$ cat src/design/cda_pkg.sv
`timescale 1ns / 1ps
// ----------------------------------------------------------------------------
// cda_pkg: shared types and constants for the calendar date adder
// Field widths, action codes, datapath operations, the controller state
// type and the reciprocal constants used for division by 12 and by 100.
// ----------------------------------------------------------------------------
package cda_pkg;

    // Field widths.
    localparam int YEAR_W  = 16;
    localparam int AMT_W   = 16;
    localparam int MONTH_W = 4;
    localparam int DAY_W   = 5;

    // Remaining-day counter and the sum of day and remainder.
    localparam int REM_W = AMT_W + 1;
    localparam int SUM_W = REM_W + 1;

    // Month arithmetic: t = (month - 1) + amount, quotient by 12 through a
    // reciprocal multiply that is exact for every t below 2**(AMT_W + 1).
    localparam int MT_W        = AMT_W + 1;
    localparam int MON_SHIFT   = AMT_W + 5;
    localparam int MON_RECIP   = (2 ** MON_SHIFT) / 12 + 1;
    localparam int MON_RECIP_W = AMT_W + 2;
    localparam int MON_PROD_W  = MT_W + MON_RECIP_W;
    localparam int MON_Q_W     = MON_PROD_W - MON_SHIFT;

    // Leap rule: quotient by 100 through a reciprocal multiply, exact for
    // every year below 2**YEAR_W.
    localparam int LEAP_SHIFT   = YEAR_W + 7;
    localparam int LEAP_RECIP   = (2 ** LEAP_SHIFT) / 100 + 1;
    localparam int LEAP_RECIP_W = YEAR_W + 1;
    localparam int LEAP_PROD_W  = YEAR_W + LEAP_RECIP_W;
    localparam int LEAP_Q_W     = LEAP_PROD_W - LEAP_SHIFT;

    // Reset date.
    localparam logic [YEAR_W-1:0]  RESET_YEAR  = YEAR_W'(2000);
    localparam logic [MONTH_W-1:0] RESET_MONTH = MONTH_W'(1);
    localparam logic [DAY_W-1:0]   RESET_DAY   = DAY_W'(1);

    localparam logic [MONTH_W-1:0] MONTH_FEB = MONTH_W'(2);
    localparam logic [MONTH_W-1:0] MONTH_DEC = MONTH_W'(12);

    // Action codes of an input item.
    typedef enum logic [1:0] {
        ACT_LOAD   = 2'd0,
        ACT_DAYS   = 2'd1,
        ACT_MONTHS = 2'd2,
        ACT_YEARS  = 2'd3
    } action_t;

    // Operations the controller asks of the datapath.
    typedef enum logic [3:0] {
        OP_NONE,
        OP_CAPTURE,
        OP_LOAD,
        OP_YEARS,
        OP_MON_MUL,
        OP_MON_APPLY,
        OP_LEAP_MUL,
        OP_LEAP_SET,
        OP_DAY_STEP,
        OP_OUT_WRITE
    } dp_op_t;

    // Controller states.
    typedef enum logic [2:0] {
        S_IDLE,
        S_DISPATCH,
        S_MON_APPLY,
        S_LEAP_MUL,
        S_LEAP_SET,
        S_DAY_STEP,
        S_FINISH
    } state_t;

    // Status from the datapath to the controller.
    typedef struct packed {
        action_t action;
        logic    day_done;
        logic    year_roll;
    } dp_status_t;

    // Length of a month given the leap flag of its year.
    function automatic logic [DAY_W-1:0] month_len(input logic [MONTH_W-1:0] m,
                                                   input logic leap);
        logic [DAY_W-1:0] len;
        begin
            case (m)
                MONTH_FEB:                 len = leap ? DAY_W'(29) : DAY_W'(28);
                4'd4, 4'd6, 4'd9, 4'd11:   len = DAY_W'(30);
                default:                   len = DAY_W'(31);
            endcase
            return len;
        end
    endfunction

endpackage

$ cat src/design/cda_datapath.sv
`timescale 1ns / 1ps
// ----------------------------------------------------------------------------
// cda_datapath: date registers and arithmetic of the calendar date adder
// Holds the current date, the captured item, the leap flag, the product
// registers of the two reciprocal multiplies and the result registers.
// ----------------------------------------------------------------------------
module cda_datapath (
    input  logic                              clk,
    input  logic                              rst_n,
    input  cda_pkg::dp_op_t                   op,
    output cda_pkg::dp_status_t               status,
    input  logic [1:0]                        action,
    input  logic [cda_pkg::AMT_W-1:0]         amount,
    input  logic [cda_pkg::YEAR_W-1:0]        load_year,
    input  logic [cda_pkg::MONTH_W-1:0]       load_month,
    input  logic [cda_pkg::DAY_W-1:0]         load_day,
    output logic [cda_pkg::YEAR_W-1:0]        cur_year,
    output logic [cda_pkg::MONTH_W-1:0]       cur_month,
    output logic [cda_pkg::DAY_W-1:0]         cur_day,
    output logic                              year_wrapped
);

    // Date state.
    logic [cda_pkg::YEAR_W-1:0]  year_reg,  year_next;
    logic [cda_pkg::MONTH_W-1:0] month_reg, month_next;
    logic [cda_pkg::DAY_W-1:0]   day_reg,   day_next;
    logic                        wrap_reg,  wrap_next;
    logic                        leap_reg,  leap_next;

    // Captured item.
    cda_pkg::action_t             act_reg,   act_next;
    logic [cda_pkg::AMT_W-1:0]   amt_reg,   amt_next;
    logic [cda_pkg::YEAR_W-1:0]  ldy_reg,   ldy_next;
    logic [cda_pkg::MONTH_W-1:0] ldm_reg,   ldm_next;
    logic [cda_pkg::DAY_W-1:0]   ldd_reg,   ldd_next;

    // Working registers.
    logic [cda_pkg::REM_W-1:0]       rem_reg,  rem_next;
    logic [cda_pkg::MON_PROD_W-1:0]  mprod_reg, mprod_next;
    logic [cda_pkg::LEAP_PROD_W-1:0] lprod_reg, lprod_next;

    // Result registers.
    logic [cda_pkg::YEAR_W-1:0]  oy_reg, oy_next;
    logic [cda_pkg::MONTH_W-1:0] om_reg, om_next;
    logic [cda_pkg::DAY_W-1:0]   od_reg, od_next;
    logic                        ow_reg, ow_next;

    // Month arithmetic terms.
    logic [cda_pkg::MT_W-1:0]    mon_t;
    logic [cda_pkg::MON_Q_W-1:0] mon_q;
    logic [cda_pkg::MT_W-1:0]    mon_q_ext;
    logic [cda_pkg::MT_W-1:0]    mon_r;
    logic [cda_pkg::YEAR_W:0]    mon_ysum;
    logic [cda_pkg::YEAR_W:0]    add_ysum;

    // Leap rule terms.
    logic [cda_pkg::LEAP_Q_W-1:0] cent_q;
    logic [cda_pkg::YEAR_W-1:0]   cent_q_ext;
    logic [cda_pkg::YEAR_W-1:0]   cent_r;

    // Day walk terms.
    logic [cda_pkg::DAY_W-1:0]  len;
    logic [cda_pkg::SUM_W-1:0]  day_sum;
    logic                       fits;

    // Clamped load values.
    logic [cda_pkg::MONTH_W-1:0] ld_month;
    logic [cda_pkg::DAY_W-1:0]   ld_day;

    // Quotient and remainder of t by 12, t taken from the current month.
    always_comb
    begin
        mon_t     = cda_pkg::MT_W'(month_reg - cda_pkg::MONTH_W'(1))
                    + cda_pkg::MT_W'(amt_reg);
        mon_q     = mprod_reg[cda_pkg::MON_PROD_W-1:cda_pkg::MON_SHIFT];
        mon_q_ext = cda_pkg::MT_W'(mon_q);
        mon_r     = mon_t - (mon_q_ext << 3) - (mon_q_ext << 2);
        mon_ysum  = {1'b0, year_reg} + (cda_pkg::YEAR_W + 1)'(mon_q);
        add_ysum  = {1'b0, year_reg} + (cda_pkg::YEAR_W + 1)'(amt_reg);
    end

    // Century quotient and remainder of the year.
    always_comb
    begin
        cent_q     = lprod_reg[cda_pkg::LEAP_PROD_W-1:cda_pkg::LEAP_SHIFT];
        cent_q_ext = cda_pkg::YEAR_W'(cent_q);
        cent_r     = year_reg - (cent_q_ext << 6) - (cent_q_ext << 5) - (cent_q_ext << 2);
    end

    // One month of the day walk.
    always_comb
    begin
        len     = cda_pkg::month_len(month_reg, leap_reg);
        day_sum = cda_pkg::SUM_W'(day_reg) + cda_pkg::SUM_W'(rem_reg);
        fits    = (day_sum <= cda_pkg::SUM_W'(len));
    end

    // Load clamping.
    always_comb
    begin
        ld_month = ldm_reg;
        if (ldm_reg == '0)
        begin
            ld_month = cda_pkg::MONTH_W'(1);
        end
        else if (ldm_reg > cda_pkg::MONTH_DEC)
        begin
            ld_month = cda_pkg::MONTH_DEC;
        end
        ld_day = (ldd_reg == '0) ? cda_pkg::DAY_W'(1) : ldd_reg;
    end

    assign status.action    = act_reg;
    assign status.day_done  = fits;
    assign status.year_roll = !fits && (month_reg == cda_pkg::MONTH_DEC);

    // Next-state logic for the operation requested by the controller.
    always_comb
    begin
        year_next  = year_reg;
        month_next = month_reg;
        day_next   = day_reg;
        wrap_next  = wrap_reg;
        leap_next  = leap_reg;
        act_next   = act_reg;
        amt_next   = amt_reg;
        ldy_next   = ldy_reg;
        ldm_next   = ldm_reg;
        ldd_next   = ldd_reg;
        rem_next   = rem_reg;
        mprod_next = mprod_reg;
        lprod_next = lprod_reg;
        oy_next    = oy_reg;
        om_next    = om_reg;
        od_next    = od_reg;
        ow_next    = ow_reg;
        case (op)
            cda_pkg::OP_CAPTURE:
            begin
                act_next  = cda_pkg::action_t'(action);
                amt_next  = amount;
                ldy_next  = load_year;
                ldm_next  = load_month;
                ldd_next  = load_day;
                wrap_next = 1'b0;
                rem_next  = cda_pkg::REM_W'(amount);
            end
            cda_pkg::OP_LOAD:
            begin
                year_next  = ldy_reg;
                month_next = ld_month;
                day_next   = ld_day;
            end
            cda_pkg::OP_YEARS:
            begin
                year_next = add_ysum[cda_pkg::YEAR_W-1:0];
                wrap_next = add_ysum[cda_pkg::YEAR_W];
            end
            cda_pkg::OP_MON_MUL:
            begin
                mprod_next = cda_pkg::MON_PROD_W'(mon_t)
                             * cda_pkg::MON_PROD_W'(cda_pkg::MON_RECIP);
            end
            cda_pkg::OP_MON_APPLY:
            begin
                year_next  = mon_ysum[cda_pkg::YEAR_W-1:0];
                wrap_next  = mon_ysum[cda_pkg::YEAR_W];
                month_next = mon_r[cda_pkg::MONTH_W-1:0] + cda_pkg::MONTH_W'(1);
            end
            cda_pkg::OP_LEAP_MUL:
            begin
                lprod_next = cda_pkg::LEAP_PROD_W'(year_reg)
                             * cda_pkg::LEAP_PROD_W'(cda_pkg::LEAP_RECIP);
            end
            cda_pkg::OP_LEAP_SET:
            begin
                // Divisible by 4, except by 100, unless by 400.
                leap_next = (year_reg[1:0] == 2'b00)
                            && ((cent_r != '0) || (cent_q[1:0] == 2'b00));
            end
            cda_pkg::OP_DAY_STEP:
            begin
                if (fits)
                begin
                    day_next = day_sum[cda_pkg::DAY_W-1:0];
                end
                else
                begin
                    rem_next = cda_pkg::REM_W'(day_sum - cda_pkg::SUM_W'(len)
                                               - cda_pkg::SUM_W'(1));
                    day_next = cda_pkg::DAY_W'(1);
                    if (month_reg == cda_pkg::MONTH_DEC)
                    begin
                        month_next = cda_pkg::MONTH_W'(1);
                        year_next  = year_reg + cda_pkg::YEAR_W'(1);
                        if (year_reg == '1)
                        begin
                            wrap_next = 1'b1;
                        end
                    end
                    else
                    begin
                        month_next = month_reg + cda_pkg::MONTH_W'(1);
                    end
                end
            end
            cda_pkg::OP_OUT_WRITE:
            begin
                oy_next = year_reg;
                om_next = month_reg;
                od_next = day_reg;
                ow_next = wrap_reg;
            end
            default:
            begin
            end
        endcase
    end

    // Date state, reset to the start date.
    always_ff @(posedge clk or negedge rst_n)
    begin
        if (!rst_n)
        begin
            year_reg  <= cda_pkg::RESET_YEAR;
            month_reg <= cda_pkg::RESET_MONTH;
            day_reg   <= cda_pkg::RESET_DAY;
            wrap_reg  <= 1'b0;
            leap_reg  <= 1'b1;
        end
        else
        begin
            year_reg  <= year_next;
            month_reg <= month_next;
            day_reg   <= day_next;
            wrap_reg  <= wrap_next;
            leap_reg  <= leap_next;
        end
    end

    // Payload and working registers need no reset.
    always_ff @(posedge clk)
    begin
        act_reg   <= act_next;
        amt_reg   <= amt_next;
        ldy_reg   <= ldy_next;
        ldm_reg   <= ldm_next;
        ldd_reg   <= ldd_next;
        rem_reg   <= rem_next;
        mprod_reg <= mprod_next;
        lprod_reg <= lprod_next;
        oy_reg    <= oy_next;
        om_reg    <= om_next;
        od_reg    <= od_next;
        ow_reg    <= ow_next;
    end

    assign cur_year     = oy_reg;
    assign cur_month    = om_reg;
    assign cur_day      = od_reg;
    assign year_wrapped = ow_reg;

    // The kept month always stays a real month.
    a_month_range: assert property (@(posedge clk) disable iff (!rst_n)
        (month_reg != '0) && (month_reg <= cda_pkg::MONTH_DEC))
        else $error("month register left the range of months");

    // The kept day of month is never zero.
    a_day_nonzero: assert property (@(posedge clk) disable iff (!rst_n)
        (day_reg != '0))
        else $error("day register holds day zero");

    // A day step that does not fit always restarts the day at one.
    a_day_restart: assert property (@(posedge clk) disable iff (!rst_n)
        (op == cda_pkg::OP_DAY_STEP) && !fits |=> (day_reg == cda_pkg::DAY_W'(1)))
        else $error("day walk did not restart the day of month");

endmodule

$ cat src/design/cda_ctrl.sv
`timescale 1ns / 1ps
// ----------------------------------------------------------------------------
// cda_ctrl: sequencer of the calendar date adder
// Accepts an item, steps the datapath through the action and hands the
// result to the output register when that register is free.
// ----------------------------------------------------------------------------
module cda_ctrl (
    input  logic                clk,
    input  logic                rst_n,
    input  logic                in_valid,
    output logic                in_ready,
    output logic                out_valid,
    input  logic                out_ready,
    output cda_pkg::dp_op_t     op,
    input  cda_pkg::dp_status_t status
);

    cda_pkg::state_t state_reg, state_next;
    logic            ovalid_reg, ovalid_next;

    // Next state, datapath operation and output valid.
    always_comb
    begin
        state_next  = state_reg;
        op          = cda_pkg::OP_NONE;
        in_ready    = 1'b0;
        ovalid_next = ovalid_reg && !out_ready;
        case (state_reg)
            cda_pkg::S_IDLE:
            begin
                in_ready = 1'b1;
                if (in_valid)
                begin
                    op         = cda_pkg::OP_CAPTURE;
                    state_next = cda_pkg::S_DISPATCH;
                end
            end
            cda_pkg::S_DISPATCH:
            begin
                case (status.action)
                    cda_pkg::ACT_LOAD:
                    begin
                        op         = cda_pkg::OP_LOAD;
                        state_next = cda_pkg::S_FINISH;
                    end
                    cda_pkg::ACT_YEARS:
                    begin
                        op         = cda_pkg::OP_YEARS;
                        state_next = cda_pkg::S_FINISH;
                    end
                    cda_pkg::ACT_MONTHS:
                    begin
                        op         = cda_pkg::OP_MON_MUL;
                        state_next = cda_pkg::S_MON_APPLY;
                    end
                    default:
                    begin
                        op         = cda_pkg::OP_LEAP_MUL;
                        state_next = cda_pkg::S_LEAP_SET;
                    end
                endcase
            end
            cda_pkg::S_MON_APPLY:
            begin
                op         = cda_pkg::OP_MON_APPLY;
                state_next = cda_pkg::S_FINISH;
            end
            cda_pkg::S_LEAP_MUL:
            begin
                op         = cda_pkg::OP_LEAP_MUL;
                state_next = cda_pkg::S_LEAP_SET;
            end
            cda_pkg::S_LEAP_SET:
            begin
                op         = cda_pkg::OP_LEAP_SET;
                state_next = cda_pkg::S_DAY_STEP;
            end
            cda_pkg::S_DAY_STEP:
            begin
                // A step into January needs the leap flag of the new year.
                op = cda_pkg::OP_DAY_STEP;
                if (status.day_done)
                begin
                    state_next = cda_pkg::S_FINISH;
                end
                else if (status.year_roll)
                begin
                    state_next = cda_pkg::S_LEAP_MUL;
                end
            end
            cda_pkg::S_FINISH:
            begin
                if (!ovalid_reg || out_ready)
                begin
                    op          = cda_pkg::OP_OUT_WRITE;
                    ovalid_next = 1'b1;
                    state_next  = cda_pkg::S_IDLE;
                end
            end
            default:
            begin
                state_next = cda_pkg::S_IDLE;
            end
        endcase
    end

    // State and output valid registers.
    always_ff @(posedge clk or negedge rst_n)
    begin
        if (!rst_n)
        begin
            state_reg  <= cda_pkg::S_IDLE;
            ovalid_reg <= 1'b0;
        end
        else
        begin
            state_reg  <= state_next;
            ovalid_reg <= ovalid_next;
        end
    end

    assign out_valid = ovalid_reg;

    // An accepted item always goes to dispatch next.
    a_accept_dispatch: assert property (@(posedge clk) disable iff (!rst_n)
        in_valid && in_ready |=> (state_reg == cda_pkg::S_DISPATCH))
        else $error("accepted item was not dispatched");

    // A finished day walk moves on to the result stage.
    a_walk_done: assert property (@(posedge clk) disable iff (!rst_n)
        (state_reg == cda_pkg::S_DAY_STEP) && status.day_done
        |=> (state_reg == cda_pkg::S_FINISH))
        else $error("day walk did not finish");

    // A result waits while the previous one is still held by the receiver.
    a_finish_hold: assert property (@(posedge clk) disable iff (!rst_n)
        (state_reg == cda_pkg::S_FINISH) && out_valid && !out_ready
        |=> (state_reg == cda_pkg::S_FINISH) && out_valid)
        else $error("result overwrote a result not yet taken");

endmodule

$ cat src/design/calendar_date_adder_unit.sv
`timescale 1ns / 1ps
// ----------------------------------------------------------------------------
// calendar_date_adder_unit: Gregorian date keeper and adder
// Keeps a date and applies one load or add action per item.
// ----------------------------------------------------------------------------
// Usage:
//   The input channel (in_valid/in_ready) carries one item: an action code
//   with an amount or a date to load. The output channel (out_valid/out_ready)
//   returns one item per input item: the resulting date and a year wrap flag.
//   One item is worked on at a time; the next item is taken in the cycle
//   after the current one has been handed to the output register.
//   Steps from acceptance to out_valid: a load or an add of years is applied
//   at dispatch, an add of months by a reciprocal multiply, then an apply.
//   An add of days sets the leap flag (multiply, then set), then walks one
//   month per cycle, refreshing the leap flag the same way at each year
//   boundary crossed. Each result is then written to the output register.
//   Reset sets the date to 1 January 2000 and clears the output valid.
//   If the receiver stalls, the result stays in the output register; one
//   further item may be accepted and worked, and its result waits until the
//   held result is taken.
// ----------------------------------------------------------------------------
module calendar_date_adder_unit (
    input  logic                          clk,
    input  logic                          rst_n,
    input  logic                          in_valid,
    output logic                          in_ready,
    input  logic [1:0]                    action,
    input  logic [cda_pkg::AMT_W-1:0]     amount,
    input  logic [cda_pkg::YEAR_W-1:0]    load_year,
    input  logic [cda_pkg::MONTH_W-1:0]   load_month,
    input  logic [cda_pkg::DAY_W-1:0]     load_day,
    output logic                          out_valid,
    input  logic                          out_ready,
    output logic [cda_pkg::YEAR_W-1:0]    cur_year,
    output logic [cda_pkg::MONTH_W-1:0]   cur_month,
    output logic [cda_pkg::DAY_W-1:0]     cur_day,
    output logic                          year_wrapped
);

    cda_pkg::dp_op_t     op;
    cda_pkg::dp_status_t status;

    // Sequencer.
    cda_ctrl u_ctrl (
        .clk       (clk),
        .rst_n     (rst_n),
        .in_valid  (in_valid),
        .in_ready  (in_ready),
        .out_valid (out_valid),
        .out_ready (out_ready),
        .op        (op),
        .status    (status)
    );

    // Date registers and arithmetic.
    cda_datapath u_datapath (
        .clk          (clk),
        .rst_n        (rst_n),
        .op           (op),
        .status       (status),
        .action       (action),
        .amount       (amount),
        .load_year    (load_year),
        .load_month   (load_month),
        .load_day     (load_day),
        .cur_year     (cur_year),
        .cur_month    (cur_month),
        .cur_day      (cur_day),
        .year_wrapped (year_wrapped)
    );

endmodule

$ cat config.mk
export PLATFORM = sky130hd
export DESIGN_NAME = calendar_date_adder_unit
export DESIGN_NICKNAME = d
export VERILOG_FILES = /design/src/design/cda_pkg.sv /design/src/design/cda_datapath.sv /design/src/design/cda_ctrl.sv /design/src/design/calendar_date_adder_unit.sv
export SDC_FILE = /design/constraint.sdc
export NUM_CORES = 1
export LEC_CHECK = 0
export ABC_CLOCK_PERIOD_IN_PS = 24300
export BUFFER_PORTS_ARGS = -buffer_cell sky130_fd_sc_hd__buf_2
export CORE_MARGIN = 2
export CORE_UTILIZATION = 59
export CTS_CLUSTER_DIAMETER = 40
export DETAILED_ROUTE_END_ITERATION = 6
export GPL_TIMING_DRIVEN = 0
export PLACE_DENSITY = 0.85
export SYNTH_ARGS = -nofsm -noshare
export SYNTH_HDL_FRONTEND = slang
export SYNTH_HIERARCHICAL = 1
export SYNTH_SLANG_ARGS = --single-unit
$ cat constraint.sdc
create_clock -name clk -period 24.3 [get_ports clk]
set_clock_uncertainty 0.1 [all_clocks]
set_input_delay 7.29 -clock clk [delete_from_list [all_inputs] [get_ports clk]]
set_output_delay 7.29 -clock clk [all_outputs]
set_load 0.01 [all_outputs]
==> impl_results.md, run 1 <==
* Mux cell area share after synthesis at 0.720%
* Post-CTS Hold Buffers at 0
* Max Clk Rate at 0.0981 GHz
* CP max stage delay at 480 ps
* Routability cong. at 0.980
* Largest net degree at the start of global routing at 32
* Max-Cap Viols at 0
* Largest family of logic cells by synthesized area: adder cells
* Total GRT Usage at 29.1%
* Die X at 182 µm
* Top delay family on crit path: buffers and inverters
* Initial Utilization at 59.4%
* Worst Hold Path EP: u_datapath/year_wrapped
* Most used DFF post-synth: edfxtp_1
* CTS max path bufs at 2
* Fin Hold WS at 395 ps
* Area Growth Syn to Fin at 8.34%
* Fillers at 2377
* Vias in the first global route at 14950
* Startpoint type of the worst setup path: input pin
* Max FFs per register at 17
* Max FO, Critical Path at 10
* Worst min path class: reg -> reg
* Complex-gate fraction of the synthesized area at 11.2%
* # Post-CTS Setup Buffers at 0
* RSZ-0062 raised after global routing: false
* Initial antenna violation count at 2
* Post-DP HPWL at 37.4 mm
* Routed Antenna Nets at 0
* Relative slew slack at 28.1%
* Vias per cell at 5.91
* Simple-gate area share of the yosys netlist at 8.44%
* Post-Synth XOR/XNOR Area at 5.04%
* Leading area contributor after synthesis: ha_1
* Worst reg2reg path startpoint: u_datapath/month_reg[1]
* Post-synth top area share at 23.0%
* Top-count cell post-synth: inv_1
* Die Y at 182 µm
* Post-synth ARST share at 22.0%
* FF+latch count, synth at 141
* Design area at 0.0202 mm²
* CP Buf/Inv Count at 4
* Period utilisation layout at 41.9%
* H-tree depth at 4
* Register-to-Register Setup Slack at 14130 ps
* Die ar. at 0.0330 mm²
* Row count at 65
* CP max-delay cell: clkbuf_1
* Slew @ Worst Pin at 1070 ps
* Fin nets at 2524
* DRC Markers at 0
* Area after DPL at 0.0196 mm²
* Cells after Synth at 1837
* Hold Crit Start: u_datapath/wrap_reg
* Largest cells by area after synthesis: ha_1 (23%), fa_1 (22%), edfxtp_1 (18%)
* Slew Limit Fails at 0
* Setup_tns at 0 ps
* Post_cts resized at 0
* Final wirelength at 45.7 mm
* Netlist Area Pre-Place at 0.0186 mm²
* WP data arrival at 10440 ps
* Final Setup Violations at 0
* Synthesized area per cell at 10.1 µm²
* Clock Latency Late Sink at 440 ps
* Clock tree root buffer cell: clkbuf_16
* Core area at 0.0313 mm²
* Sequence of cells on the critical path: buf_2, nor2b_1, a21o_1, a222oi_1, clkbuf_1, or3_1, clkbuf_1, nand2_1, nor2_1, clkbuf_1, a22oi_1, o21ai_0, a41oi_1, a31oi_1
* CP required at 24550 ps
* Syn. warnings at 6
* Worst r2r dst: u_datapath/mprod_reg[34]
* Post-synth cell types at 80
* Syn nets at 2426
* 1st-pass router iterations at 7
* Setup Crit Path Kind: in -> reg
* Worst R2R Path Depth at 32
* Hold Fails Final Rpt at 0
* Wire length per cell at 19.4 µm
* Share of cells above drive strength 1 at 7.91%
* Port Buf Inserts at 74
* Total CTS buffers at 17
* Hold Path Stages at 0
* Global-route wire length before repair at 75.1 mm
* Io pins at 75
* Drt initial violations at 878
* Routed via count at 13889
* Total grt overflow at 0
* Sink Count at 141
* Post-Synth Adder-Cell Area at 44.5%
* Number of enable flip-flop cells after synthesis at 110
* Status: finished clean
* Sequential area share after synthesis at 22.0%
* CTS tree: yes
* Post-synth top cells: inv_1 (360), ha_1 (342), fa_1 (200), edfxtp_1 (110), nand2_1 (99)
* Critical Path Sink Type: register
* Post-layout minimum cycle time at 10190 ps
* Worst-path clk slew at 60 ps
* Crit-path most repeated cell: clkbuf_1
==> per-layer routing <==
metal  part of all wire, %  global-route usage (%)  wire [µm]  up-vias
met5                     0                       0          0        -
met3                   5.6                    4.21       2550      158
met4                   5.2                    15.1       2390        0
met2                    51                    51.7      23100      516
li1                      -                       -          -     6437
met1                    39                    34.3      17700     6778
==> how the worst max path moves through the flow <==
stage | startpoint | endpoint | slack [ps] | cells after the start
after global placement | out_ready | u_datapath/wrap_reg | 10400 | 9
final | out_ready | u_datapath/year_reg[13] | 14110 | 14
after CTS | u_datapath/month_reg[1] | u_datapath/mprod_reg[34] | 14140 | 32
after floorplan | out_ready | u_datapath/wrap_reg | 12430 | 8
after global routing | u_datapath/month_reg[0] | u_datapath/mprod_reg[34] | 13520 | 32
after detailed placement | out_ready | u_datapath/year_reg[13] | 13780 | 14
==> area by class of cell <==
class / instances / area, µm² / share of cell area [%]
Clock buffer: 23 / 489 / 2.43
Antenna cell: 2 / 5.00 / 0.0248
Multi-Input combinational cell: 1305 / 13100 / 64.7
Clock inverter: 9 / 86.3 / 0.428
Timing Repair Buffer: 79 / 434 / 2.15
Inverter: 360 / 1350 / 6.70
Buffer: 31 / 149 / 0.739
Tap cell: 402 / 503 / 2.50
Sequential cell: 141 / 4090 / 20.3
==> worst reg2reg max path: cells and delay by family (launching register included) <==
| kind | cells | cell delay, ps |
|---|---|---|
| compound gates | 10 | 3370 |
| xor+xnor | 2 | 470 |
| buf+inv | 5 | 380 |
| flops | 1 | 430 |
| simple gates | 6 | 1330 |
| fa+ha+maj | 9 | 3840 |
==> through the flow <==
stage / worst slack, ps / util, % / cells
final: 14110 / 64.4 / 2352
after global routing: 13520 / 64.4 / 2352
after CTS: 14140 / 64.4 / 2350
after detailed placement: 13780 / 62.5 / 2318
after global placement: 10400 / 62.2 / 2313
after floorplan: 12430 / - / 1837
==> cell usage in the layout (no fill, tap or decap), types with 7 or more instances in the layout <==
master,instances
a222oi_1,7
a211oi_1,14
o21bai_1,7
a21o_1,30
a211o_1,11
inv_1,360
and3_1,14
buf_2,82
xor2_1,41
ha_1,342
clkbuf_1,21
xnor2_1,66
or3_1,8
dfrtp_1,22
a21oi_1,75
mux2i_1,10
o21ai_0,84
o21a_1,7
clkbuf_16,18
nand4_1,12
nand2_1,99
and2_1,7
nor2_1,76
nand3_1,28
edfxtp_1,110
nor2b_1,10
a31oi_1,10
dfstp_2,9
fa_1,200
nor3_1,22
nand2b_1,12
a221oi_1,9
==> cell families (layout without fill, tap and decap cells) <==
| logic type | after synthesis | after routing |
|---|---|---|
| multiplexers | 13 | 13 |
| AO/OA/AOI/OAI | 319 | 319 |
| other | 0 | 2 |
| adder cells (fa/ha/maj) | 542 | 542 |
| flip-flops | 141 | 141 |
| AND/OR/NAND/NOR | 324 | 324 |
| XOR/XNOR | 107 | 107 |
| buffers and inverters | 391 | 502 |
Power of run 1 is left out: the tool's default activity adds up to more than one toggle a clock period on the data nets, which glitch-free logic cannot reach.
==> run 2: changes to the inputs <==
ABC_CLOCK_PERIOD_IN_PS = 8900   (was 24300)
PLACE_DENSITY = 0.88   (was 0.85)
clock period = 8.9 ns   (was 24.3 ns; I/O delays follow)
==> impl_results.md, run 2 (synthesis results as in run 1) <==
* Status: finished clean
* CTS tree: yes
* Initial antenna violation count at 1
* Port Buf Inserts at 74
* WP data arrival at 8840 ps
* Routed Antenna Nets at 0
* Slew @ Worst Pin at 1020 ps
* Die Y at 182 µm
* Worst setup margin at 147 ps
* Worst-path clk slew at 60 ps
* Pre-CTS WS at -1040 ps
* Relative slew slack at 31.7%
* Vias per cell at 6.07
* Worst reg2reg path startpoint: u_datapath/month_reg[0]
* Die ar. at 0.0330 mm²
* Slew Limit Fails at 0
* Max FO, Critical Path at 4
* Final wirelength at 47.8 mm
* DRC Markers at 0
* Total CTS buffers at 17
* H-tree depth at 4
* Max FFs per register at 17
* Post-DP HPWL at 37.6 mm
* Routed via count at 14356
* Total grt overflow at 0
* Hold Crit Start: u_datapath/wrap_reg
* CP required at 8990 ps
* Largest net degree at the start of global routing at 32
* Die X at 182 µm
* Clock Latency Late Sink at 440 ps
* CP max stage delay at 570 ps
* Core area at 0.0313 mm²
* Clock tree root buffer cell: clkbuf_16
* Critical Path Sink Type: register
* Worst R2R Path Depth at 33
* Vias in the first global route at 15320
* Final Setup Violations at 0
* Most common cell after layout, fill and taps aside: inv_1
* Setup Crit Path Kind: reg -> reg
* Post-layout minimum cycle time at 8750 ps
* Worst min path class: reg -> reg
* Max Clk Rate at 0.114 GHz
* Critical path origin: u_datapath/month_reg[0]
* Max-Cap Viols at 0
* Initial Utilization at 59.4%
* Row count at 65
* Hold Fails Final Rpt at 0
* 1st-pass router iterations at 7
* Fin nets at 2542
* CTS max path bufs at 2
* Wire length per cell at 20.2 µm
* Routability cong. at 0.965
* Fin Hold WS at 392 ps
* Global-route wire length before repair at 75.6 mm
* Most frequent cells in the layout: inv_1 (353), ha_1 (336), fa_1 (197)
* Period utilisation layout at 98.3%
* CP max-delay cell: dfstp_2
* Startpoint type of the worst setup path: register
* Total GRT Usage at 29.2%
* Share of cells above drive strength 1 at 10.9%
* Hold Path Stages at 0
* Drt initial violations at 1150
* Sink Count at 141
* Area Growth Syn to Fin at 10.7%
* Crit-path most repeated cell: fa_1
* Io pins at 75
[run 2: changes by cell type in the layout (fill, tap and decap cells not counted), moves of 5 or more]
| cell | delta |
|---|---|
| a21oi_1 | -9 |
| a21oi_2 | +9 |
| buf_4 | +18 |
| inv_2 | +6 |
| inv_1 | -7 |
| ha_4 | +5 |
| ha_1 | -6 |
[run 2: stage by stage]
| step | util (%) | area, µm² | TNS [ps] | std cells |
|---|---|---|---|---|
| final | 65.8 | 20600 | 0 | 2367 |
| after global routing | 65.8 | 20600 | -446 | 2367 |
| after CTS | 64.9 | 20300 | 0 | 2357 |
| after detailed placement | 62.6 | 19600 | -7290 | 2319 |
| after global placement | 62.2 | 19500 | -6170 | 2313 |
| after floorplan | - | 18600 | 0 | 1837 |
[run 2: final timing paths]
path	end	slack [ps]
max	u_datapath/mprod_reg[34]	150
min	u_datapath/year_wrapped	390
max reg2reg	u_datapath/mprod_reg[34]	150
min reg2reg	u_datapath/year_wrapped	390
max in group asynchronous	u_datapath/month_reg[2]	5970
min in group asynchronous	u_ctrl/state_reg[1]	2200
[run 2: layout make-up]
class	count	area (µm²)
Inverter	360	1350
Tap cell	402	503
Sequential cell	141	4090
Timing Repair Buffer	98	597
Antenna cell	1	2.50
Buffer	30	145
Fill cell	2243	10700
Clock buffer	18	429
Multi-Input combinational cell	1305	13300
Clock inverter	12	149
[run 2: critical path: cells and delay by family, from the launching register on]
kind            cells  cell delay (ps)
fa+ha+maj           9             3720
compound gates     11             2780
flops               1              570
xor+xnor            3              460
simple gates        4              420
buf+inv             6              400
[run 2: timing repair]
item                                    4_1_cts  5_1_grt
endpoints found under the setup margin       13       13
pin swaps                                    10       30
hold buffers                                  0        0
endpoints found under the hold margin         0        0
buffers inserted                              8       10
resized for setup                            16       41
[run 2: layer usage]
layer,share of wire (%),track usage [%],vias up,wire length [µm]
met4,6.0,16.5,0,2880
met2,50,51.8,646,24100
li1,-,-,6478,-
met5,0,0,-,0
met1,38,34.4,7018,18100
met3,5.6,3.75,214,2660
Power of run 2 is left out for the same reason.
==> run 3: changes to the inputs <==
ABC_CLOCK_PERIOD_IN_PS = 7500   (was 8900)
SETUP_SLACK_MARGIN = 0.02   (was unset)
clock period = 7.5 ns   (was 8.9 ns; I/O delays follow)
==> impl_results.md, run 3 (synthesis results as in run 1) <==
* Critical path origin: u_datapath/month_reg[0]
* Relative slew slack at 34.3%
* Critical Path End: u_datapath/mprod_reg[34]
* Fin nets at 2560
* Max-Cap Viols at 0
* Initial antenna violation count at 0
* Slew @ Worst Pin at 981 ps
* Vias per cell at 6.00
* Setup Crit Path Kind: reg -> reg
* Die ar. at 0.0330 mm²
* Largest net degree at the start of global routing at 32
* CTS max path bufs at 2
* Slew Limit Fails at 0
* Sink Count at 141
* Post-layout minimum cycle time at 8610 ps
* Max Used Layer: met4
* Clock Latency Late Sink at 440 ps
* N_diodes at 0
* Critical Path Sink Type: register
* Routability cong. at 0.944
* Most frequent cells in the layout: inv_1 (348), ha_1 (330), fa_1 (196)
* Final Setup Violations at 14
* Port Buf Inserts at 74
* WL met3 at 3.29 mm
* Routed via count at 14321
* Fillers at 2146
* Max FFs per register at 17
* Register-to-Register Setup Slack at -1110 ps
* RSZ-0062 raised after global routing: true
* Startpoint type of the worst setup path: register
* Initial Utilization at 59.4%
* Status: complete, but fails checks
* Total CTS buffers at 17
* Share of cells above drive strength 1 at 13.2%
* Wire length per cell at 20.2 µm
* Period utilisation layout at 115%
* Routed Antenna Nets at 0
* Final wirelength at 48.2 mm
* Most common cell after layout, fill and taps aside: inv_1
* Worst r2r dst: u_datapath/mprod_reg[34]
* Core area at 0.0313 mm²
* Drt initial violations at 1451
* Max FO, Critical Path at 4
* Worst-path clk slew at 60 ps
* WP data arrival at 8700 ps
* CP required at 7590 ps
* Die X at 182 µm
* Post-CTS Hold Buffers at 0
* Crit-path most repeated cell: fa_1
* DRC Markers at 0
* Post-DP HPWL at 37.8 mm
* M1 WL at 17.7 mm
* Area Growth Syn to Fin at 12.1%
* Vias in the first global route at 15385
* CP max stage delay at 590 ps
* Total GRT Usage at 29.8%
* Worst setup margin at -1110 ps
* CTS tree: yes
* Setup_tns at -10970 ps
* CP max-delay cell: fa_2
* Clock tree root buffer cell: clkbuf_16
* Violated checks: setup timing
* Die Y at 182 µm
* Worst min path class: reg -> reg
* 1st-pass router iterations at 6
* Max Clk Rate at 0.116 GHz
* Hold Fails Final Rpt at 0
* Total grt overflow at 0
* H-tree depth at 4
* Worst reg2reg path startpoint: u_datapath/month_reg[0]
* Row count at 65
* Global-route wire length before repair at 76.8 mm
* Worst R2R Path Depth at 34
* Met2 wire len at 24.8 mm
* Io pins at 75
[run 3: changes by cell type in the layout (fill, tap and decap cells not counted), moves of 4 or more]
cell	delta
inv_1	-5
buf_6	+4
inv_6	+4
buf_4	+18
ha_1	-6
ha_4	+6
inv_2	+5
a21oi_1	-5
a21oi_2	+4
[run 3: worst min-delay path by stage]
stage / start / end / slack (ps) / cells past startpoint
floorplan: u_datapath/month_reg[2] / u_datapath/cur_month[2] / 320 / 0
global placement: u_datapath/month_reg[3] / u_datapath/cur_month[3] / 340 / 0
detailed placement: u_datapath/month_reg[2] / u_datapath/cur_month[2] / 350 / 0
CTS: u_datapath/month_reg[3] / u_datapath/cur_month[3] / 380 / 0
global route: u_datapath/wrap_reg / u_datapath/year_wrapped / 400 / 0
finish: u_datapath/wrap_reg / u_datapath/year_wrapped / 400 / 0
[run 3: layout make-up]
class	count	area, µm²	share of cell area (%)
clock inverter	13	156	0.750
multi-input combinational	1305	13400	64.5
tap	402	503	2.41
buffer	29	141	0.678
inverter	360	1350	6.49
clock buffer	19	433	2.08
sequential	141	4090	19.6
timing repair buffer	117	719	3.45
[run 3: timing repair]
item	4_1_cts	5_1_grt
pin swaps	30	30
resized for setup	25	30
buffers inserted	24	13
setup endpoints to repair	14	16
[run 3: layer usage]
metal  vias to the layer above  track usage [%]
met1                      7008             34.1
li1                       6523                -
met2                       602             53.5
met5                         -                0
met3                       188             5.40
met4                         0             14.9
[run 3: metrics by stage]
stage / utilization, % / hold slack, ps / std cells / cell area [µm²] / worst slack [ps]
3_5_place_dp: 63.1 / 347 / 2319 / 19700 / -1390
3_3_place_gp: 62.8 / 336 / 2313 / 19700 / -1500
5_1_grt: 66.6 / 400 / 2386 / 20900 / -1390
4_1_cts: 65.9 / 381 / 2374 / 20600 / -831
2_1_floorplan: - / 323 / 1837 / 18800 / -429
6_report: 66.6 / 401 / 2386 / 20900 / -1110
[run 3: critical path: cells and delay by family (launching register included)]
family | cells | cell delay [ps]
buffers and inverters | 8 | 740
flip-flops | 1 | 540
adder cells (fa/ha/maj) | 8 | 3500
AND/OR/NAND/NOR | 3 | 190
XOR/XNOR | 2 | 280
AO/OA/AOI/OAI | 13 | 2990
Power of run 3 is left out for the same reason.
